## src/rtl/mda_pkg.sv

```systemverilog
// shared constants and types for the multidim array address generator
package mda_pkg;

  // default table depth
  localparam int MAX_DIMS_DEFAULT = 16;

  // input item operation codes
  localparam logic OP_LOAD  = 1'b0;
  localparam logic OP_INDEX = 1'b1;

  // configuration register indexes
  localparam int CFG_IDX_W  = 2;
  localparam int CFG_DATA_W = 32;
  localparam logic [CFG_IDX_W-1:0] REG_BASE_ADDRESS = 2'd0;
  localparam logic [CFG_IDX_W-1:0] REG_ELEMENT_SIZE = 2'd1;
  localparam logic [CFG_IDX_W-1:0] REG_NUM_DIMS     = 2'd2;

  // field widths
  localparam int WORD_W  = 32;
  localparam int ESIZE_W = 31;
  localparam int NDIMS_W = 5;
  localparam int DSEL_W  = 4;

  // one dimension's entry in the bounds table
  typedef struct packed {
    logic [WORD_W-1:0] lower;
    logic [WORD_W-1:0] extent;
  } dim_entry_t;

endpackage

```

## src/rtl/mda_ram.sv

```systemverilog
// generic single-write, single-read ram with registered read data
module mda_ram #(
  parameter int WIDTH = 64,
  parameter int DEPTH = 16,
  localparam int AW = (DEPTH > 1) ? $clog2(DEPTH) : 1
) (
  input  logic             clk,
  input  logic             we,
  input  logic [AW-1:0]    waddr,
  input  logic [WIDTH-1:0] wdata,
  input  logic [AW-1:0]    raddr,
  output logic [WIDTH-1:0] rdata
);

  logic [WIDTH-1:0] mem [DEPTH];

  // write port
  always_ff @(posedge clk) begin
    if (we) begin
      mem[waddr] <= wdata;
    end
  end

  // registered read port
  always_ff @(posedge clk) begin
    rdata <= mem[raddr];
  end

endmodule

```

## src/rtl/multidim_array_address.sv

```systemverilog
// top level of the row-major multidim array address generator
//
// Computes base_address + offset * element_size for a row-major array with
// per-dimension lower and upper bounds. A load item (op 0) writes one
// dimension's lower bound and extent into the bounds table and is taken
// with the block staying ready. Index items (op 1) come in dimension
// order; each folds into the offset as offset * extent + (index - lower).
// A non-final index passes through a registered table read, the shared
// 32x32 multiplier and an add, in that order. For the final index of a
// sequence the multiplier is then used a second time for the element size
// and an add for the base, and the result waits while the previous result
// still sits stalled in the output register. All arithmetic wraps at 32 bits
// and indexes are not checked against their bounds. Reading a dimension that
// was never loaded gives an undefined address.
module multidim_array_address
  import mda_pkg::*;
#(
  parameter int MAX_DIMS = MAX_DIMS_DEFAULT
) (
  input  logic                  clk,
  input  logic                  rst,
  // input channel
  input  logic                  in_valid,
  output logic                  in_stall,
  input  logic                  op,
  input  logic [DSEL_W-1:0]     dim_select,
  input  logic signed [WORD_W-1:0] lower_bound,
  input  logic signed [WORD_W-1:0] upper_bound,
  input  logic signed [WORD_W-1:0] index_value,
  // output channel
  output logic                  out_valid,
  input  logic                  out_stall,
  output logic signed [WORD_W-1:0] address,
  // configuration write port
  input  logic                  cfg_write,
  input  logic [CFG_IDX_W-1:0]  cfg_index,
  input  logic [CFG_DATA_W-1:0] cfg_data
);

  localparam int AW = (MAX_DIMS > 1) ? $clog2(MAX_DIMS) : 1;
  localparam int CW = ($clog2(MAX_DIMS + 1) > NDIMS_W) ? $clog2(MAX_DIMS + 1) : NDIMS_W;
  localparam int EW = $bits(dim_entry_t);

  // sequencer state codes
  localparam logic [2:0] S_IDLE  = 3'd0;
  localparam logic [2:0] S_MUL   = 3'd1;
  localparam logic [2:0] S_ACC   = 3'd2;
  localparam logic [2:0] S_SCALE = 3'd3;
  localparam logic [2:0] S_FIN   = 3'd4;

  logic [2:0]          state;
  logic [WORD_W-1:0]   base_address;
  logic [ESIZE_W-1:0]  element_size;
  logic [NDIMS_W-1:0]  num_dims;
  logic [WORD_W-1:0]   acc;
  logic [CW-1:0]       cnt;
  logic                last_dim;
  logic [WORD_W-1:0]   idx;
  logic [WORD_W-1:0]   prod;
  logic [WORD_W-1:0]   diff;

  logic                in_xfer;
  logic                out_xfer;
  logic [CW-1:0]       nd_ext;
  logic [CW-1:0]       nd_clamp;
  logic [CW-1:0]       last_k;
  logic [CW-1:0]       k_eff;
  logic                table_we;
  dim_entry_t          wr_entry;
  dim_entry_t          rd_entry;
  logic [EW-1:0]       rd_bits;
  logic [WORD_W-1:0]   mul_a;
  logic [WORD_W-1:0]   mul_b;
  logic [WORD_W-1:0]   mul_p;

  assign in_stall = (state != S_IDLE);
  assign in_xfer  = in_valid && !in_stall;
  assign out_xfer = out_valid && !out_stall;

  // dimension count clamped to 1..MAX_DIMS, and the current dimension
  assign nd_ext   = CW'(num_dims);
  assign nd_clamp = (nd_ext == '0) ? CW'(1) :
                    ((nd_ext > CW'(MAX_DIMS)) ? CW'(MAX_DIMS) : nd_ext);
  assign last_k   = nd_clamp - CW'(1);
  assign k_eff    = (cnt >= last_k) ? last_k : cnt;

  // bounds table write on a load transfer
  assign table_we        = in_xfer && (op == OP_LOAD) &&
                           (32'(dim_select) < 32'(MAX_DIMS));
  assign wr_entry.lower  = lower_bound;
  assign wr_entry.extent = upper_bound - lower_bound + WORD_W'(1);
  assign rd_entry        = dim_entry_t'(rd_bits);

  mda_ram #(
    .WIDTH (EW),
    .DEPTH (MAX_DIMS)
  ) u_table (
    .clk   (clk),
    .we    (table_we),
    .waddr (AW'(dim_select)),
    .wdata (wr_entry),
    .raddr (k_eff[AW-1:0]),
    .rdata (rd_bits)
  );

  // shared multiplier: extent product, then element size product
  assign mul_a = acc;
  assign mul_b = (state == S_MUL) ? rd_entry.extent : {1'b0, element_size};
  assign mul_p = mul_a * mul_b;

  // configuration registers
  always_ff @(posedge clk) begin
    if (rst) begin
      base_address <= '0;
      element_size <= ESIZE_W'(1);
      num_dims     <= NDIMS_W'(1);
    end else if (cfg_write) begin
      case (cfg_index)
        REG_BASE_ADDRESS: base_address <= cfg_data[WORD_W-1:0];
        REG_ELEMENT_SIZE: element_size <= cfg_data[ESIZE_W-1:0];
        REG_NUM_DIMS:     num_dims     <= cfg_data[NDIMS_W-1:0];
        default: ;
      endcase
    end
  end

  // sequencer and accumulator
  always_ff @(posedge clk) begin
    if (rst) begin
      state <= S_IDLE;
      acc   <= '0;
      cnt   <= '0;
    end else begin
      case (state)
        S_IDLE: begin
          if (in_xfer && (op == OP_INDEX)) begin
            cnt   <= k_eff;
            state <= S_MUL;
          end
        end
        S_MUL: begin
          state <= S_ACC;
        end
        S_ACC: begin
          acc <= prod + diff;
          if (last_dim) begin
            state <= S_SCALE;
          end else begin
            cnt   <= cnt + CW'(1);
            state <= S_IDLE;
          end
        end
        S_SCALE: begin
          state <= S_FIN;
        end
        S_FIN: begin
          if (!out_valid || !out_stall) begin
            acc   <= '0;
            cnt   <= '0;
            state <= S_IDLE;
          end
        end
        default: begin
          state <= S_IDLE;
        end
      endcase
    end
  end

  // datapath registers
  always_ff @(posedge clk) begin
    if (in_xfer && (op == OP_INDEX)) begin
      idx      <= index_value;
      last_dim <= (cnt >= last_k);
    end
    if (state == S_MUL) begin
      diff <= idx - rd_entry.lower;
    end
    if ((state == S_MUL) || (state == S_SCALE)) begin
      prod <= mul_p;
    end
  end

  // output register
  always_ff @(posedge clk) begin
    if (rst) begin
      out_valid <= 1'b0;
    end else if ((state == S_FIN) && (!out_valid || !out_stall)) begin
      out_valid <= 1'b1;
    end else if (out_xfer) begin
      out_valid <= 1'b0;
    end
  end

  always_ff @(posedge clk) begin
    if ((state == S_FIN) && (!out_valid || !out_stall)) begin
      address <= base_address + prod;
    end
  end

endmodule

```

## config.mk

```make
export PLATFORM = sky130hd
export DESIGN_NAME = multidim_array_address
export DESIGN_NICKNAME = d
export VERILOG_FILES = /design/src/rtl/mda_pkg.sv /design/src/rtl/mda_ram.sv /design/src/rtl/multidim_array_address.sv
export SDC_FILE = /design/constraint.sdc
export NUM_CORES = 2
export LEC_CHECK = 0
export BUFFER_PORTS_ARGS = -buffer_cell sky130_fd_sc_hd__buf_2
export CAP_MARGIN = 5
export CELL_PAD_IN_SITES_DETAIL_PLACEMENT = 1
export CELL_PAD_IN_SITES_GLOBAL_PLACEMENT = 2
export CORE_MARGIN = 3
export CORE_UTILIZATION = 42
export DETAILED_ROUTE_END_ITERATION = 12
export GPL_ROUTABILITY_DRIVEN = 0
export PLACE_DENSITY_LB_ADDON = 0.3
export SLEW_MARGIN = 10
export SYNTH_ARGS = -nofsm -noshare
export SYNTH_HDL_FRONTEND = slang
export SYNTH_SLANG_ARGS = --single-unit
```

## constraint.sdc

```tcl
create_clock -name clk -period 9.26 [get_ports clk]
set_clock_uncertainty 0.2 [all_clocks]
set_input_delay 1.852 -clock clk [delete_from_list [all_inputs] [get_ports clk]]
set_output_delay 1.852 -clock clk [all_outputs]
set_load 0.01 [all_outputs]
```

==> results.md <==
* Run status: complete, no violations
* Cell at the slowest stage of the critical path: sky130_fd_sc_hd__fa_1
* Clock transition at path regs at ~60 ps
* Initial core utilization at 42.6%
* Hold buffer count at cts at 0
* Share of synthesized cell area in full adder, half adder and majority cells at 16.7%
* WP buf/inv at 5
* Number of placed instances, taps included at just over 7000
* CTS Sinks at about 1300
* Cell count after synthesis at just under 5000
* Post-Synth XOR/XNOR Area at around 2.4%
* Compound-cell area share of the yosys netlist at approximately 4.4%
* Number of global-route vias before repair at 44500
* I/O pins at between 150 and 200
* Crit path capture type: register
* Worst path top cell family by delay: adder cells
* Net count, final at 6008
* Power density normalized to cell area at 220 nW/um^2
* Area added between synthesis and finish at 12.0%
* Clock latency on the worst-skew pair at between 700 and 800 ps
* Final Setup Violations at 0
* Synthesis Warnings at 0
* Seq/Total Area, Yosys at around 54%
* DR DRC count at 0
* Final-report max-slew violation count at 0
* Cells taking the most area after synthesis: sky130_fd_sc_hd__edfxtp_1, sky130_fd_sc_hd__fa_1, sky130_fd_sc_hd__mux4_2
* Prevailing post-synth register cell: sky130_fd_sc_hd__edfxtp_1
* Slew of the pin with the lowest slew margin at around 1300 ps
* Cell type with the highest occurrence count on the critical path: sky130_fd_sc_hd__fa_1
* Dominant combinational cell family by area after synthesis: adder cells
* Worst Hold Class: register to register
* Setup slack of the worst register-to-register path at ~400 ps
* Synth cell types at 83
* IR Drop Worst-Case VDD at between 0.0002 and 0.00025 V
* Die H at ~420 um
* Grt ovf at 0
* Final cell utilization of the core at around 48%
* Number of placement rows at about 150
* Count of final hold-check violations at 0
* Average cell area after synthesis at approximately 14 um^2
* Wirelength, routed at ~210000 um
* Startpoint type of the worst setup path: register
* Post-Synthesis Cell Area at 70700 um^2
* Number of input and output port buffers inserted at approximately 170
* Largest net degree at the start of global routing at roughly 130
* CTS tree: built
* Total die area at 173000 um^2
* GRT Overall Usage at between 20% and 30%
* First DRT Iteration DRCs at roughly 2800
* Start-to-end type of the worst setup path: register to register
* Total of flip-flops plus latches after synthesis at 1326
* Endpoint required time on the critical path at ~9600 ps
* Mean routed wirelength per cell at roughly 27 um
* DP Wirelength at approximately 140000 um
* Initial antenna violation count at 18
* H-tree levels at 4
* Core outline area at about 170000 um^2
* Simple logic cell fraction of the synthesized area at between 6 and 7%
* Achievable clock frequency at around 0.11 GHz
* Depth of the critical timing path with buffers and inverters included at 29
* Overall power after layout at ~17 mW
* Area share of the largest cell type after synthesis at around half
* Slew headroom at roughly 15%
* Number of max-capacitance violations reported at 0
* Largest incremental delay on the critical path at slightly below 600 ps
* Clock root buffer: sky130_fd_sc_hd__clkbuf_16
* Post-cts resize count at 0
* First-pass GRT wire length at 303000 um
* Post-CTS Setup Repair Bufs at 0
* Total iterations of the first detailed-routing run at 5
* Worst R2R Path Depth at 29
* Via total after detailed routing at about 41000
* Clock period minus final worst setup slack at 8860 ps
* TritonCTS Buffers at 142
* Setup repair after global routing missed its margin: false
* Number of nets in the synthesized netlist at approximately 5800
* Crit Path Max Fanout at 17
* Multiplexer area fraction after synthesis at 11.5%
* Via/cell ratio at about 5.5
* Async set-or-reset flop fraction in the synthesized netlist at 0%
* Worst Hold Margin at 262 ps
* Bufs on Longest Clock Path at 3
* Leakage power total at approximately 31 nW
* Crit path DAT at 9150 ps
* Share of final-layout standard cells stronger than drive strength 1 at between 10% and 20%
* Final antenna-violating net count at 0
* Cell accounting for the most synthesized area: sky130_fd_sc_hd__edfxtp_1
* Crit share post-route at between 90% and 100%
* Hold Crit Depth at 2
* Setup TNS at 0 ps
* Width of the die at between 400 and 500 um
* Post-synth EDFFs at roughly 1200
* Post-Layout Cell Count at ~7500
-- placed cells by master, fill, tap and decap left out, types with 16 or more instances in the layout --
cell type / Yosys / layout
sky130_fd_sc_hd__edfxtp_1: 1153 / 1153
sky130_fd_sc_hd__inv_1: 534 / 534
sky130_fd_sc_hd__nand2_1: 436 / 436
sky130_fd_sc_hd__fa_1: 412 / 412
sky130_fd_sc_hd__ha_1: 284 / 284
sky130_fd_sc_hd__and2_1: 281 / 281
sky130_fd_sc_hd__mux4_2: 256 / 256
sky130_fd_sc_hd__a21oi_1: 200 / 200
sky130_fd_sc_hd__mux2i_1: 201 / 200
sky130_fd_sc_hd__dfxtp_1: 173 / 172
sky130_fd_sc_hd__buf_2: 51 / 172
sky130_fd_sc_hd__clkbuf_16: 0 / 146
sky130_fd_sc_hd__xnor2_1: 152 / 142
sky130_fd_sc_hd__buf_4: 1 / 101
sky130_fd_sc_hd__nor2_1: 113 / 100
sky130_fd_sc_hd__a21o_1: 67 / 67
sky130_fd_sc_hd__o21ai_0: 54 / 53
sky130_fd_sc_hd__nand3_1: 46 / 46
sky130_fd_sc_hd__clkbuf_1: 134 / 45
sky130_fd_sc_hd__xor2_1: 42 / 41
sky130_fd_sc_hd__nand2b_1: 30 / 30
sky130_fd_sc_hd__nor2b_1: 24 / 24
sky130_fd_sc_hd__o21a_1: 23 / 22
sky130_fd_sc_hd__nor3_1: 25 / 21
sky130_fd_sc_hd__clkinv_1: 0 / 21
sky130_fd_sc_hd__o21bai_1: 18 / 18
sky130_fd_sc_hd__mux2_4: 15 / 16
sky130_fd_sc_hd__o21ai_1: 17 / 16
sky130_fd_sc_hd__clkinv_2: 0 / 16
-- synthesized netlist by cell type (14+ instances only) --
cell,instances
sky130_fd_sc_hd__a21o_1,67
sky130_fd_sc_hd__a21oi_1,200
sky130_fd_sc_hd__a31oi_1,15
sky130_fd_sc_hd__and2_1,281
sky130_fd_sc_hd__and3_1,14
sky130_fd_sc_hd__buf_1,16
sky130_fd_sc_hd__buf_2,51
sky130_fd_sc_hd__clkbuf_1,134
sky130_fd_sc_hd__dfxtp_1,173
sky130_fd_sc_hd__edfxtp_1,1153
sky130_fd_sc_hd__fa_1,412
sky130_fd_sc_hd__ha_1,284
sky130_fd_sc_hd__inv_1,534
sky130_fd_sc_hd__mux2_4,15
sky130_fd_sc_hd__mux2i_1,201
sky130_fd_sc_hd__mux4_2,256
sky130_fd_sc_hd__nand2_1,436
sky130_fd_sc_hd__nand2b_1,30
sky130_fd_sc_hd__nand3_1,46
sky130_fd_sc_hd__nor2_1,113
sky130_fd_sc_hd__nor2b_1,24
sky130_fd_sc_hd__nor3_1,25
sky130_fd_sc_hd__o21a_1,23
sky130_fd_sc_hd__o21ai_0,54
sky130_fd_sc_hd__o21ai_1,17
sky130_fd_sc_hd__o21bai_1,18
sky130_fd_sc_hd__xnor2_1,152
sky130_fd_sc_hd__xor2_1,42
-- metrics by stage --
step / area, um^2 / setup WS, ps
after floorplan: 70700 / 22.1
after global placement: 74500 / 396
after detailed placement: 74500 / 292
after CTS: 79200 / 302
after global routing: 79200 / 46.5
final: 79200 / 400
-- worst register-to-register path, delay by kind of cell, from the launching register on --
family,cells,cell delay [ps]
mux,1,440
buf+inv,5,570
compound gates,7,1530
fa+ha+maj,9,4300
xor+xnor,1,150
simple gates,6,1100
flops,1,330
-- layer usage --
| layer | vias up | share of wire (%) | routed length, um | global-route usage [%] |
|---|---|---|---|---|
| met5 | - | 0.0093 | 19 | 0 |
| met4 | 4 | 3.8 | 7710 | 8.50 |
| met3 | 286 | 3.9 | 8090 | 2.80 |
| met2 | 991 | 51 | 105000 | 42.0 |
| met1 | 21500 | 41 | 84500 | 30.5 |
| li1 | 18000 | - | - | - |
-- layout make-up --
type / count / area (um^2)
sequential: 1326 / 38100
timing repair buffer: 280 / 1760
antenna: 1 / 2.50
tap: 2189 / 2740
clock buffer: 199 / 3930
multi-input combinational: 2888 / 30000
clock inverter: 63 / 698
fill: 16400 / 86900
inverter: 534 / 2000
-- where the power goes --
| part | total, mW | switching, mW | leakage [nW] | internal, mW |
|---|---|---|---|---|
| Combinational | 4.57 | 2.64 | 16.8 | 1.92 |
| Sequential | 7.23 | 0.243 | 11.8 | 6.99 |
| Clock | 5.62 | 2.33 | 2.24 | 3.29 |
-- worst paths after layout --
path,startpoint,endpoint
setup / recovery,state[0]$_SDFFE_PP0P_,prod[31]$_DFFE_PP_
hold / removal,base_address[5]$_SDFFE_PP0P_,base_address[5]$_SDFFE_PP0P_
setup reg to reg,state[0]$_SDFFE_PP0P_,prod[31]$_DFFE_PP_
hold reg to reg,base_address[5]$_SDFFE_PP0P_,base_address[5]$_SDFFE_PP0P_
-- registers in the layout, summed over array words and instances, names as in the netlist --
signal	flops
address	32
prod	32
state	3
cnt	5
acc	32
diff	32
last_dim	1
idx	32
out_valid	1
nd_ext	5
u_table.rdata	64
base_address	32
element_size	31
u_table.mem	1024
-- cells by family after synthesis --
kind of cell,after synthesis
AOI/OAI and AO/OA,493
xor gates and xnor gates,196
DFF,1326
and+or+nand+nor,1018
adders and majority gates,696
muxes,485
buffers and inverters,739
(Power assumes the default switching activity.)
